$ cat src/rtl/core/bfla_pkg.sv
`timescale 1ns / 1ps

package bfla_pkg;

    // Default sizing
    localparam int POOL_MAX_DEF = 65536;
    localparam int ALIGN_DEF    = 8;
    localparam int HEAD_DEF     = 16;

    // Command codes
    localparam logic [1:0] CMD_CREATE = 2'd0;
    localparam logic [1:0] CMD_ALLOC  = 2'd1;
    localparam logic [1:0] CMD_FREE   = 2'd2;

    // Status codes
    localparam logic [1:0] ST_OK       = 2'd0;
    localparam logic [1:0] ST_NOSPACE  = 2'd1;
    localparam logic [1:0] ST_INVALID  = 2'd2;
    localparam logic [1:0] ST_FREEFAIL = 2'd3;

    // Configuration register indexes
    localparam logic CFG_BASE = 1'b0;
    localparam logic CFG_POOL = 1'b1;

    // Header read address sources
    localparam logic [2:0] RA_ZERO  = 3'd0;
    localparam logic [2:0] RA_RNEXT = 3'd1;
    localparam logic [2:0] RA_BNEXT = 3'd2;
    localparam logic [2:0] RA_OFF   = 3'd3;
    localparam logic [2:0] RA_RPREV = 3'd4;
    localparam logic [2:0] RA_CNEXT = 3'd5;

    // Header write sources
    localparam logic [2:0] WR_HEAD = 3'd0;
    localparam logic [2:0] WR_TAIL = 3'd1;
    localparam logic [2:0] WR_APRE = 3'd2;
    localparam logic [2:0] WR_ANXT = 3'd3;
    localparam logic [2:0] WR_ANEW = 3'd4;
    localparam logic [2:0] WR_FPRE = 3'd5;
    localparam logic [2:0] WR_FNXT = 3'd6;

    // Controller to datapath
    typedef struct packed {
        logic       load;
        logic       rd_en;
        logic [2:0] rd_sel;
        logic       wr_en;
        logic [2:0] wr_sel;
        logic       walk_init;
        logic       walk_eval;
        logic       cap_c;
        logic       cap_pre;
        logic       cap_nxt;
        logic       set_ready;
        logic       respond;
        logic [1:0] resp_status;
    } bfla_cmd_t;

    // Datapath to controller
    typedef struct packed {
        logic [1:0] command;
        logic       create_ok;
        logic       alloc_ok;
        logic       pool_ready;
        logic       range_ok;
        logic       next_none;
        logic       link_hit;
        logic       found;
        logic       c_bad;
    } bfla_stat_t;

endpackage

$ cat src/rtl/core/bfla_ctrl.sv
`timescale 1ns / 1ps

module bfla_ctrl #(
    parameter int DEPTH = bfla_pkg::POOL_MAX_DEF / bfla_pkg::ALIGN_DEF
) (
    input  logic                 clk,
    input  logic                 rst_n,
    input  logic                 start,
    output logic                 busy,
    input  bfla_pkg::bfla_stat_t stat,
    output bfla_pkg::bfla_cmd_t  cmd
);
    import bfla_pkg::*;

    localparam int CNT_W = $clog2(DEPTH + 3);
    localparam logic [CNT_W-1:0] LIMIT = CNT_W'(DEPTH + 2);

    localparam logic [3:0] S_IDLE  = 4'd0;
    localparam logic [3:0] S_CHK   = 4'd1;
    localparam logic [3:0] S_CWT   = 4'd2;
    localparam logic [3:0] S_AWALK = 4'd3;
    localparam logic [3:0] S_AWPRE = 4'd4;
    localparam logic [3:0] S_AWNXT = 4'd5;
    localparam logic [3:0] S_AWNEW = 4'd6;
    localparam logic [3:0] S_FWALK = 4'd7;
    localparam logic [3:0] S_FRDP  = 4'd8;
    localparam logic [3:0] S_FRDN  = 4'd9;
    localparam logic [3:0] S_FWPRE = 4'd10;
    localparam logic [3:0] S_FWNXT = 4'd11;

    logic [3:0]       state_reg;
    logic [3:0]       state_next;
    logic [CNT_W-1:0] cnt_reg;
    logic [CNT_W-1:0] cnt_next;

    // Next state and commands
    always_comb
    begin
        cmd        = '0;
        state_next = state_reg;
        cnt_next   = cnt_reg;
        case (state_reg)
            S_IDLE:
            begin
                if (start)
                begin
                    cmd.load   = 1'b1;
                    state_next = S_CHK;
                end
            end
            S_CHK:
            begin
                state_next = S_IDLE;
                case (stat.command)
                    CMD_CREATE:
                    begin
                        if (stat.create_ok)
                        begin
                            cmd.wr_en  = 1'b1;
                            cmd.wr_sel = WR_HEAD;
                            state_next = S_CWT;
                        end
                        else
                        begin
                            cmd.respond     = 1'b1;
                            cmd.resp_status = ST_INVALID;
                        end
                    end
                    CMD_ALLOC:
                    begin
                        if (stat.alloc_ok)
                        begin
                            cmd.rd_en     = 1'b1;
                            cmd.rd_sel    = RA_ZERO;
                            cmd.walk_init = 1'b1;
                            cnt_next      = '0;
                            state_next    = S_AWALK;
                        end
                        else
                        begin
                            cmd.respond     = 1'b1;
                            cmd.resp_status = ST_INVALID;
                        end
                    end
                    CMD_FREE:
                    begin
                        if (!stat.pool_ready)
                        begin
                            cmd.respond     = 1'b1;
                            cmd.resp_status = ST_INVALID;
                        end
                        else if (!stat.range_ok)
                        begin
                            cmd.respond     = 1'b1;
                            cmd.resp_status = ST_FREEFAIL;
                        end
                        else
                        begin
                            cmd.rd_en  = 1'b1;
                            cmd.rd_sel = RA_ZERO;
                            cnt_next   = '0;
                            state_next = S_FWALK;
                        end
                    end
                    default:
                    begin
                        cmd.respond     = 1'b1;
                        cmd.resp_status = ST_INVALID;
                    end
                endcase
            end
            S_CWT:
            begin
                cmd.wr_en       = 1'b1;
                cmd.wr_sel      = WR_TAIL;
                cmd.set_ready   = 1'b1;
                cmd.respond     = 1'b1;
                cmd.resp_status = ST_OK;
                state_next      = S_IDLE;
            end
            // Allocate: one header per cycle
            S_AWALK:
            begin
                if (stat.next_none || (cnt_reg == LIMIT))
                begin
                    if (stat.found)
                    begin
                        cmd.rd_en  = 1'b1;
                        cmd.rd_sel = RA_BNEXT;
                        state_next = S_AWPRE;
                    end
                    else
                    begin
                        cmd.respond     = 1'b1;
                        cmd.resp_status = ST_NOSPACE;
                        state_next      = S_IDLE;
                    end
                end
                else
                begin
                    cmd.walk_eval = 1'b1;
                    cmd.rd_en     = 1'b1;
                    cmd.rd_sel    = RA_RNEXT;
                    cnt_next      = cnt_reg + 1'b1;
                end
            end
            S_AWPRE:
            begin
                cmd.cap_nxt = 1'b1;
                cmd.wr_en   = 1'b1;
                cmd.wr_sel  = WR_APRE;
                state_next  = S_AWNXT;
            end
            S_AWNXT:
            begin
                cmd.wr_en  = 1'b1;
                cmd.wr_sel = WR_ANXT;
                state_next = S_AWNEW;
            end
            S_AWNEW:
            begin
                cmd.wr_en       = 1'b1;
                cmd.wr_sel      = WR_ANEW;
                cmd.respond     = 1'b1;
                cmd.resp_status = ST_OK;
                state_next      = S_IDLE;
            end
            // Free: search for a link to the offset
            S_FWALK:
            begin
                if (cnt_reg == LIMIT)
                begin
                    cmd.respond     = 1'b1;
                    cmd.resp_status = ST_FREEFAIL;
                    state_next      = S_IDLE;
                end
                else if (stat.link_hit)
                begin
                    cmd.rd_en  = 1'b1;
                    cmd.rd_sel = RA_OFF;
                    state_next = S_FRDP;
                end
                else if (stat.next_none)
                begin
                    cmd.respond     = 1'b1;
                    cmd.resp_status = ST_FREEFAIL;
                    state_next      = S_IDLE;
                end
                else
                begin
                    cmd.rd_en  = 1'b1;
                    cmd.rd_sel = RA_RNEXT;
                    cnt_next   = cnt_reg + 1'b1;
                end
            end
            S_FRDP:
            begin
                cmd.cap_c = 1'b1;
                if (stat.c_bad)
                begin
                    cmd.respond     = 1'b1;
                    cmd.resp_status = ST_FREEFAIL;
                    state_next      = S_IDLE;
                end
                else
                begin
                    cmd.rd_en  = 1'b1;
                    cmd.rd_sel = RA_RPREV;
                    state_next = S_FRDN;
                end
            end
            S_FRDN:
            begin
                cmd.cap_pre = 1'b1;
                cmd.rd_en   = 1'b1;
                cmd.rd_sel  = RA_CNEXT;
                state_next  = S_FWPRE;
            end
            S_FWPRE:
            begin
                cmd.cap_nxt = 1'b1;
                cmd.wr_en   = 1'b1;
                cmd.wr_sel  = WR_FPRE;
                state_next  = S_FWNXT;
            end
            S_FWNXT:
            begin
                cmd.wr_en       = 1'b1;
                cmd.wr_sel      = WR_FNXT;
                cmd.respond     = 1'b1;
                cmd.resp_status = ST_OK;
                state_next      = S_IDLE;
            end
            default:
            begin
                state_next = S_IDLE;
            end
        endcase
    end

    always_ff @(posedge clk or negedge rst_n)
    begin
        if (!rst_n)
        begin
            state_reg <= S_IDLE;
            cnt_reg   <= '0;
        end
        else
        begin
            state_reg <= state_next;
            cnt_reg   <= cnt_next;
        end
    end

    assign busy = (state_reg != S_IDLE);

    // Every item ends back in idle right after its result
    a_resp_idle: assert property (@(posedge clk) disable iff (!rst_n)
        cmd.respond |=> (state_reg == S_IDLE))
        else $error("controller not idle after result");

    // No header write while idle
    a_idle_nowr: assert property (@(posedge clk) disable iff (!rst_n)
        (state_reg == S_IDLE) |-> !cmd.wr_en)
        else $error("header write in idle");

    // Walk count stays within the bound
    a_cnt_bound: assert property (@(posedge clk) disable iff (!rst_n)
        cnt_reg <= LIMIT)
        else $error("walk counter overrun");

    // Accepted item goes to the check state
    a_accept: assert property (@(posedge clk) disable iff (!rst_n)
        (start && (state_reg == S_IDLE)) |=> (state_reg == S_CHK))
        else $error("accepted item not checked");

endmodule

$ cat config.mk
export PLATFORM = sky130hd
export DESIGN_NAME = bfla_ctrl
export DESIGN_NICKNAME = d
export VERILOG_FILES = /design/src/rtl/core/bfla_pkg.sv /design/src/rtl/core/bfla_ctrl.sv
export SDC_FILE = /design/constraint.sdc
export NUM_CORES = 1
export LEC_CHECK = 0
export BUFFER_PORTS_ARGS = -buffer_cell sky130_fd_sc_hd__buf_2
export CELL_PAD_IN_SITES_DETAIL_PLACEMENT = 1
export CELL_PAD_IN_SITES_GLOBAL_PLACEMENT = 1
export CORE_MARGIN = 3
export CORE_UTILIZATION = 44
export CTS_CLUSTER_DIAMETER = 40
export DETAILED_ROUTE_END_ITERATION = 12
export PLACE_DENSITY = 0.93
export REMOVE_ABC_BUFFERS = 1
export SYNTH_ARGS = -nofsm -noshare
export SYNTH_HDL_FRONTEND = slang
export SYNTH_SLANG_ARGS = --single-unit
$ cat constraint.sdc
create_clock -name clk -period 3.9 [get_ports clk]
set_input_delay 0.78 -clock clk [delete_from_list [all_inputs] [get_ports clk]]
set_output_delay 0.78 -clock clk [all_outputs]
set_load 0.005 [all_outputs]
**Yosys cells after proc, flatten, opt, wreduce, memory -nomap -nowiden**

Cells that the tools add are included.

- Reduce and logical (&&, ||, !) cells: 9
- $add $sub $neg: 1
- $mul: 0
- Bitwise logic cells: 0
- Mux-type cells: 59
- Shift operators: 0
- Div/mod/pow operators: 0
- Equal/unequal tests: 25
- Magnitude comparators: 0

Operators with widths:

| kind | count |
|---|---|
| $mux 14 | 7 |
| $mux 4 | 17 |
| $pmux 14 s3 | 1 |
| $mux 3 | 13 |
| $pmux 4 s9 | 1 |
| $pmux 14 s2 | 1 |
| $pmux 4 s7 | 1 |
| $pmux 4 s5 | 1 |
| $pmux 3 s3 | 2 |
| $eq 4x3->1 const B | 4 |
| $eq 4x4->1 const B | 4 |
| $pmux 3 s5 | 1 |
| $add 14x1->14 const B | 1 |
| $eq 14x14->1 const B | 1 |
| $ne 2x2->1 const B | 6 |
| $mux 1 | 11 |
| $ne 3x3->1 const B | 3 |
| $reduce_and 9->1 | 1 |
| $eq 4x2->1 const B | 2 |
| $pmux 4 s2 | 1 |
| $eq 4x1->1 const B | 1 |
| $logic_not 4->1 | 1 |
| $mux 2 | 2 |
| $ne 4x4->1 const B | 1 |
| 10 further kinds | 10 |

- Memory bits (read-only): 0
- Bits in registers: 18
- Latch bits: 0
- Logic and storage cells: 96
- Output and inout port bits: 19
- Bits of input ports: 13
- Bits in writable memories: 0
- Memories kept: 0

**Logic depth before layout (Yosys ltp)**

Gate-level depths: netlist of run 1.

- Depth in word-level cells: 5
- Gate-level depth with buffers: 6

**Worst setup path before layout of run 1**

OpenSTA, ideal clock, no wires.

- Kind: input-to-output
- From: input port stat[9] in the netlist's numbering
- To: output port cmd[2] in the netlist's numbering
- Slack: 1.253 ns
- Buffers on the path: 0
- Cell stages on the path: 6
- Arrival time: 1.867 ns
- Path through: inv_1 -> ha_1 -> nor2b_1 -> o41ai_1 -> o211ai_1 -> a31o_2

RTL lines:

| element | line | text |
|---|---|---|
| start: declaration | bfla_ctrl.sv:10 | `input bfla_pkg::bfla_stat_t stat,` |
| end: declaration | bfla_ctrl.sv:11 | `output bfla_pkg::bfla_cmd_t cmd` |

==> results.cfg, run 1 <==
[route]
drt_wl_total_um = 5417
drt_iter0_markers = 134
drc_errors = 0
drtAntennaViolNets = 0
dr.pass1.iters = 4
num_vias = 1813
drt-vias-per-instance = 6.475
wl_per_cell_um = 19.35

[sta]
slew_headroom_pct = 53.42
hold_violations = 0
setup_viol = 0
grt_setup_unrepaired = no
skew_ps = 2.354
fin_crit_ps = 2993
period_share_pct = 76.75
slew_viol_final = 0
fin_setup_tns_ps = 0
setup_ws_ps = 906.9
clock.fmax_mhz = 334.1
worst_slew_pin_slew_ps = 698.7

[power_and_ir_drop]
p_leak_uw = 0.0008925
peakVddDrop_v = 0.0001703
p_per_area_nw_per_um2 = 382.4
p_total_uw = 738.8

[flow_run]
maxCapViolCount = 0

[synthesis]
synthFlopType = dfrtp_1
synthDistinctLibCells = 57
netlist_area_um2 = 1685
ys_seq_area_share_pct = 26.73
avgSynthCellArea_um2 = 8.221
synth_edf_count = 0
syn_inst = 205
ys_ff_latch = 18
async_reset_ff_share_pct = 100.0
yosysWarnings = 0

[die]
design.die.area_um2 = 4609
die-width_um = 67.89
rows = 21
start_util_pct = 47.87
core_um2 = 3521
die_h_um = 67.89
ios = 32

[global_route]
antenna_found_initial = 0
grt_pass1_vias = 1744
grt_first_pass_wirelength_um = 8976
grt_max_degree = 22
grt.overflow.total = 0
track_usage_pct = 25.65

[placed_design]
gp_congestion = 0.8904
portBuffers = 31
hpwlAfterDp_um = 3950
post-place-ws_ps = 924.4

[critical_path]
critPathKind = flip-flop to output port
worst-path-buf-inv = 1
r2r_setup_slack_ps = 1570
path_cells = nand3b_1 -> a21oi_1 -> a21o_1 -> or2_1 -> buf_2
worstPathMaxFanout = 21
critPathArrivalTime_ps = 2210
required_ps = 3120
crit_slowest_cell = dfrtp_1
end_kind = output port
crit_family = flip-flops
start_kind = flip-flop
max_stage_delay_ps = 800

[layout]
largest_register_ffs = 14
area.growth.synth_to_final_pct = 14.62
nets = 254
diodes = 0
layout-drive-gt1-share_pct = 22.65

[clocking]
ctsResizeCount = 0
htree_levels = 1
cts_tree = built
clkTransAtPathRegs_ps = 70
cts_setup_buffers = 0
holdBufCountCts = 0
cts_buffers = 3
cts.path.max_buffers = 2
insertion_delay_ps = 260
clock-sinks = 18
cts_root_buf = clkbuf_8

[outcome]
status = finished, final reports clean

[min_path]
hold_class = input port to asynchronous set/reset pin
## routing by layer
layer	wire, um	global-route usage, %	up-vias
met5	0	0	-
met4	100	7.444	0
met3	345	2.791	11
met2	2592	41.19	69
met1	2379	36.30	897
li1	-	-	836
## worst reg2reg max path, stage by stage, from the launching register on
cell	delay, ps
dfrtp_1	800
nand3b_1	490
a21oi_2	460
nand2_1	230
o31ai_1	260
## kinds of logic (layout without fill, tap and decap cells)
kind of cell	after synthesis	in the layout	share of synthesized area (%)
muxes	4	4	2.450
and+or+nand+nor	103	103	36.90
buffers and inverters	17	46	4.158
DFF	18	18	26.73
AOI/OAI and AO/OA	57	57	25.32
adders and majority gates	6	6	4.454
## cells in the mapped netlist, types with 2 or more instances
master    instances  area, um^2
a32oi_1           3       26.28
a32o_1            2       20.02
o22ai_1           4       25.02
a211oi_1          3       22.52
nor2b_1           6       37.54
or2_2             2       12.51
and3_1            5       31.28
nand3b_1          4       30.03
o211ai_1          2       15.01
nor3_1            9       45.04
ha_1              6       75.07
nor4_1            3       18.77
and4b_1           3       30.03
nand3_2           2       20.02
inv_1             9       33.78
nor2_1           16       60.06
a31o_2            2       17.52
clkbuf_1          5       18.77
nand3_1           6       30.03
a31oi_1           3       18.77
nand2_1          16       60.06
or3_1             2       12.51
a211o_1           2       17.52
a41oi_1           2       17.52
dfrtp_1          18       450.4
mux2i_1           3       30.03
and2_1            3       18.77
nand4_1           5       31.28
nor4b_2           2       30.03
o21ai_0           9       45.04
nand2b_1          9       56.30
o31ai_1           4       30.03
a21oi_1           5       25.02
nand4b_1          2       17.52
a21o_1            4       30.03
buf_2             2       10.01
o22a_1            2       17.52
## cell type report
cell class | count | area, um^2
Fill cell | 459 | 1589
Clock buffer | 4 | 55.05
Inverter | 9 | 33.78
Sequential cell | 18 | 450.4
Multi-Input combinational cell | 170 | 1165
Timing Repair Buffer | 33 | 170.2
Tap cell | 46 | 57.56
## worst paths after layout
check / from / cells after the start / to
min in group clk: cnt_reg[13] / 1 / cnt_reg[13]
max in group asynchronous: rst_n / 1 / state_reg[2]
hold reg to reg: cnt_reg[13] / 1 / cnt_reg[13]
hold / removal: rst_n / 1 / cnt_reg[11]
setup reg to reg: state_reg[1] / 4 / cnt_reg[4]
setup / recovery: state_reg[1] / 5 / cmd[16]
## cell usage in the layout (no fill, tap or decap), drive strengths merged, types with 4 or more instances in the layout
master	count
buf	33
o22ai	4
ha	6
dfrtp	18
nand4	5
nand2b	9
and3	5
o31ai	4
nor3	10
nand2	16
nand3b	4
clkbuf	4
nor2b	6
inv	9
nor2	16
a21o	4
a21oi	6
nand3	8
or2	4
o21ai	9
## per-stage QoR
step / hold WS, ps / utilization [%] / cells / cell area (um^2)
2_1_floorplan: 476.3 / - / 197 / 1649
3_3_place_gp: 510.4 / 53.30 / 276 / 1877
3_5_place_dp: 518.5 / 53.30 / 276 / 1877
4_1_cts: 457.3 / 54.87 / 280 / 1932
5_1_grt: 473.4 / 54.87 / 280 / 1932
6_report: 445.1 / 54.87 / 280 / 1932
## report_power, final
part           internal (uW)  switching [uW]  total (uW)
Combinational            133             174         308
Clock                   90.0            69.2         159
Sequential               206            66.0         272
Total                    429             309         739
Note: power is estimated with default switching activity, not from simulation.
==> run 2: changes to the inputs <==
- ABC_AREA: unset -> 1
- CORE_UTILIZATION: 44 -> 38
- PLACE_DENSITY: 0.93 -> 0.88
- clock period: 3.9 -> 3 ns (I/O delays scaled with it)
==> results.cfg, run 2 <==
[outcome]
status = finished, final reports clean

[clocking]
insertion_delay_ps = 260
cts_root_buf = clkbuf_8
htree_levels = 1
ctsResizeCount = 0
clock-sinks = 18
holdBufCountCts = 0
clkTransAtPathRegs_ps = 70
cts_buffers = 3
cts.path.max_buffers = 2
cts_tree = built
cts_setup_buffers = 0

[critical_path]
critPathKind = flip-flop to output port
path_cells = inv_1 -> ha_1 -> nand2_1 -> nor2_1 -> nand2_2 -> nand3_1 -> nand4_1 -> buf_2
required_ps = 2400
critPathArrivalTime_ps = 1800
worstPathMaxFanout = 6
end_kind = output port
crit_slowest_cell = dfrtp_1
cp-startpoint = cnt_reg[0]
max_stage_delay_ps = 430
r2r_start = cnt_reg[0]
start_kind = flip-flop

[global_route]
track_usage_pct = 19.76
grt_first_pass_wirelength_um = 8211
antenna_found_initial = 0
grt_pass1_vias = 1814
grt_max_degree = 19
grt.overflow.total = 0

[synthesis]
ys_top_cells_by_area = dfrtp_1, nand2_1, nor2_1
synth_edf_count = 0
ys_ff_latch = 18
synthDistinctLibCells = 30
avgSynthCellArea_um2 = 6.114
async_reset_ff_share_pct = 100.0
netlist_area_um2 = 1669
synthFlopType = dfrtp_1
synth_commonest_cells = nand2_1, nor2_1, inv_1
yosys.area.top_type_share_pct = 26.99
syn_inst = 273
yosysWarnings = 0
yosysTopAreaCell = dfrtp_1
synth.most_common_cell = nand2_1
ys_seq_area_share_pct = 26.99

[placed_design]
hpwlAfterDp_um = 3880
gp_congestion = 0.9233
placed_area_um2 = 1876
portBuffers = 31
placed_cells = 353

[layout]
layout-drive-gt1-share_pct = 18.57
final_cells = 357
area.growth.synth_to_final_pct = 15.67
nets = 327
mostFrequentLayoutCells = nand2_1, nor2_1, inv_1, buf_2, nand3_1
diodes = 0
largest_register_ffs = 14
final_common_cell = nand2_1
stdcell_area_um2 = 1931
utilization_pct = 46.91

[route]
drt_iter0_markers = 54
drt_wl_total_um = 4727
drt-vias-per-instance = 4.986
top_layer = met4
met3WireLength_um = 137
drtAntennaViolNets = 0
wl_met1_um = 2233
drc_errors = 0
dr.pass1.iters = 4
wl_per_cell_um = 13.24
route.met2.wl_um = 2335
num_vias = 1780

[die]
rows = 23
ios = 32
die_h_um = 72.28
design.die.area_um2 = 5224
die-width_um = 72.28
core_um2 = 4115
start_util_pct = 40.56

[sta]
clock.fmax_mhz = 416.0
setup_viol = 0
hold_violations = 0
slew_viol_final = 0
slew_headroom_pct = 70.88
fin_crit_ps = 2404
fin_setup_tns_ps = 0
grt_setup_unrepaired = no
worst_slew_pin_slew_ps = 436.8
skew_ps = 1.844
period_share_pct = 80.14
fin_hold_ws_ps = 273.5

[power_and_ir_drop]
peakVddDrop_v = 0.0002769
p_per_area_nw_per_um2 = 486.7
p_leak_uw = 0.001104

[min_path]
hold_class = input port to asynchronous set/reset pin

[flow_run]
maxCapViolCount = 0
## run 2: cell count changes after synthesis, sizes merged, moves of 4 or more
cell,delta
o31ai,-4
nand2,+89
nand3,+13
inv,+30
nor2,+28
clkbuf,-5
xor2,+5
a21o,-4
and3,-5
nand2b,-9
nor3,-6
nor2b,-6
## run 2: metrics by stage
stage,total power (uW),setup WS (ps)
final,939.7,595.9
after global routing,1016,458.1
after CTS,952.3,574.5
after detailed placement,744.6,716.6
after global placement,729.8,780.1
after floorplan,591.5,1075
## run 2: report_power, final
part | switching, uW | internal [uW] | total, uW
clock network | 88.6 | 117 | 205
logic | 297 | 143 | 440
registers | 31.3 | 263 | 295
## run 2: final cells by class
class,count,area (um^2)
fillers,590,2185
multi-input cells,212,1044
flip-flops and latches,18,450.4
inverters,42,163.9
repair buffers,31,155.1
well taps,50,62.56
clock buffers,4,55.05
## run 2: critical path: cells and delay by family, from the launching register on
| family | cells | cell delay (ps) |
|---|---|---|
| fa+ha+maj | 1 | 180 |
| simple gates | 5 | 630 |
| buf+inv | 2 | 310 |
| flops | 1 | 430 |
## run 2: layer usage
metal	up-vias	GRT usage, %
met2	26	34.28
met4	0	2.923
met1	836	26.16
met3	2	3.463
met5	-	0
li1	916	-
## run 2: cells by family after synthesis
| family | after synthesis | synth area share (%) |
|---|---|---|
| adders and majority gates | 6 | 4.498 |
| buffers and inverters | 43 | 10.49 |
| and+or+nand+nor | 183 | 48.73 |
| DFF | 18 | 26.99 |
| AOI/OAI and AO/OA | 18 | 6.672 |
| xor gates and xnor gates | 5 | 2.624 |
## run 2: path summary, 6_finish.rpt
kind                                      to  slack (ps)  cells past startpoint
worst max-delay path                 cmd[16]         600                      8
worst min register to register   cnt_reg[12]         510                      2
min in group clk                 cnt_reg[12]         510                      2
max in group asynchronous       state_reg[0]        2420                      1
worst max register to register    cnt_reg[0]        1220                      9
worst min-delay path              cnt_reg[6]         270                      1
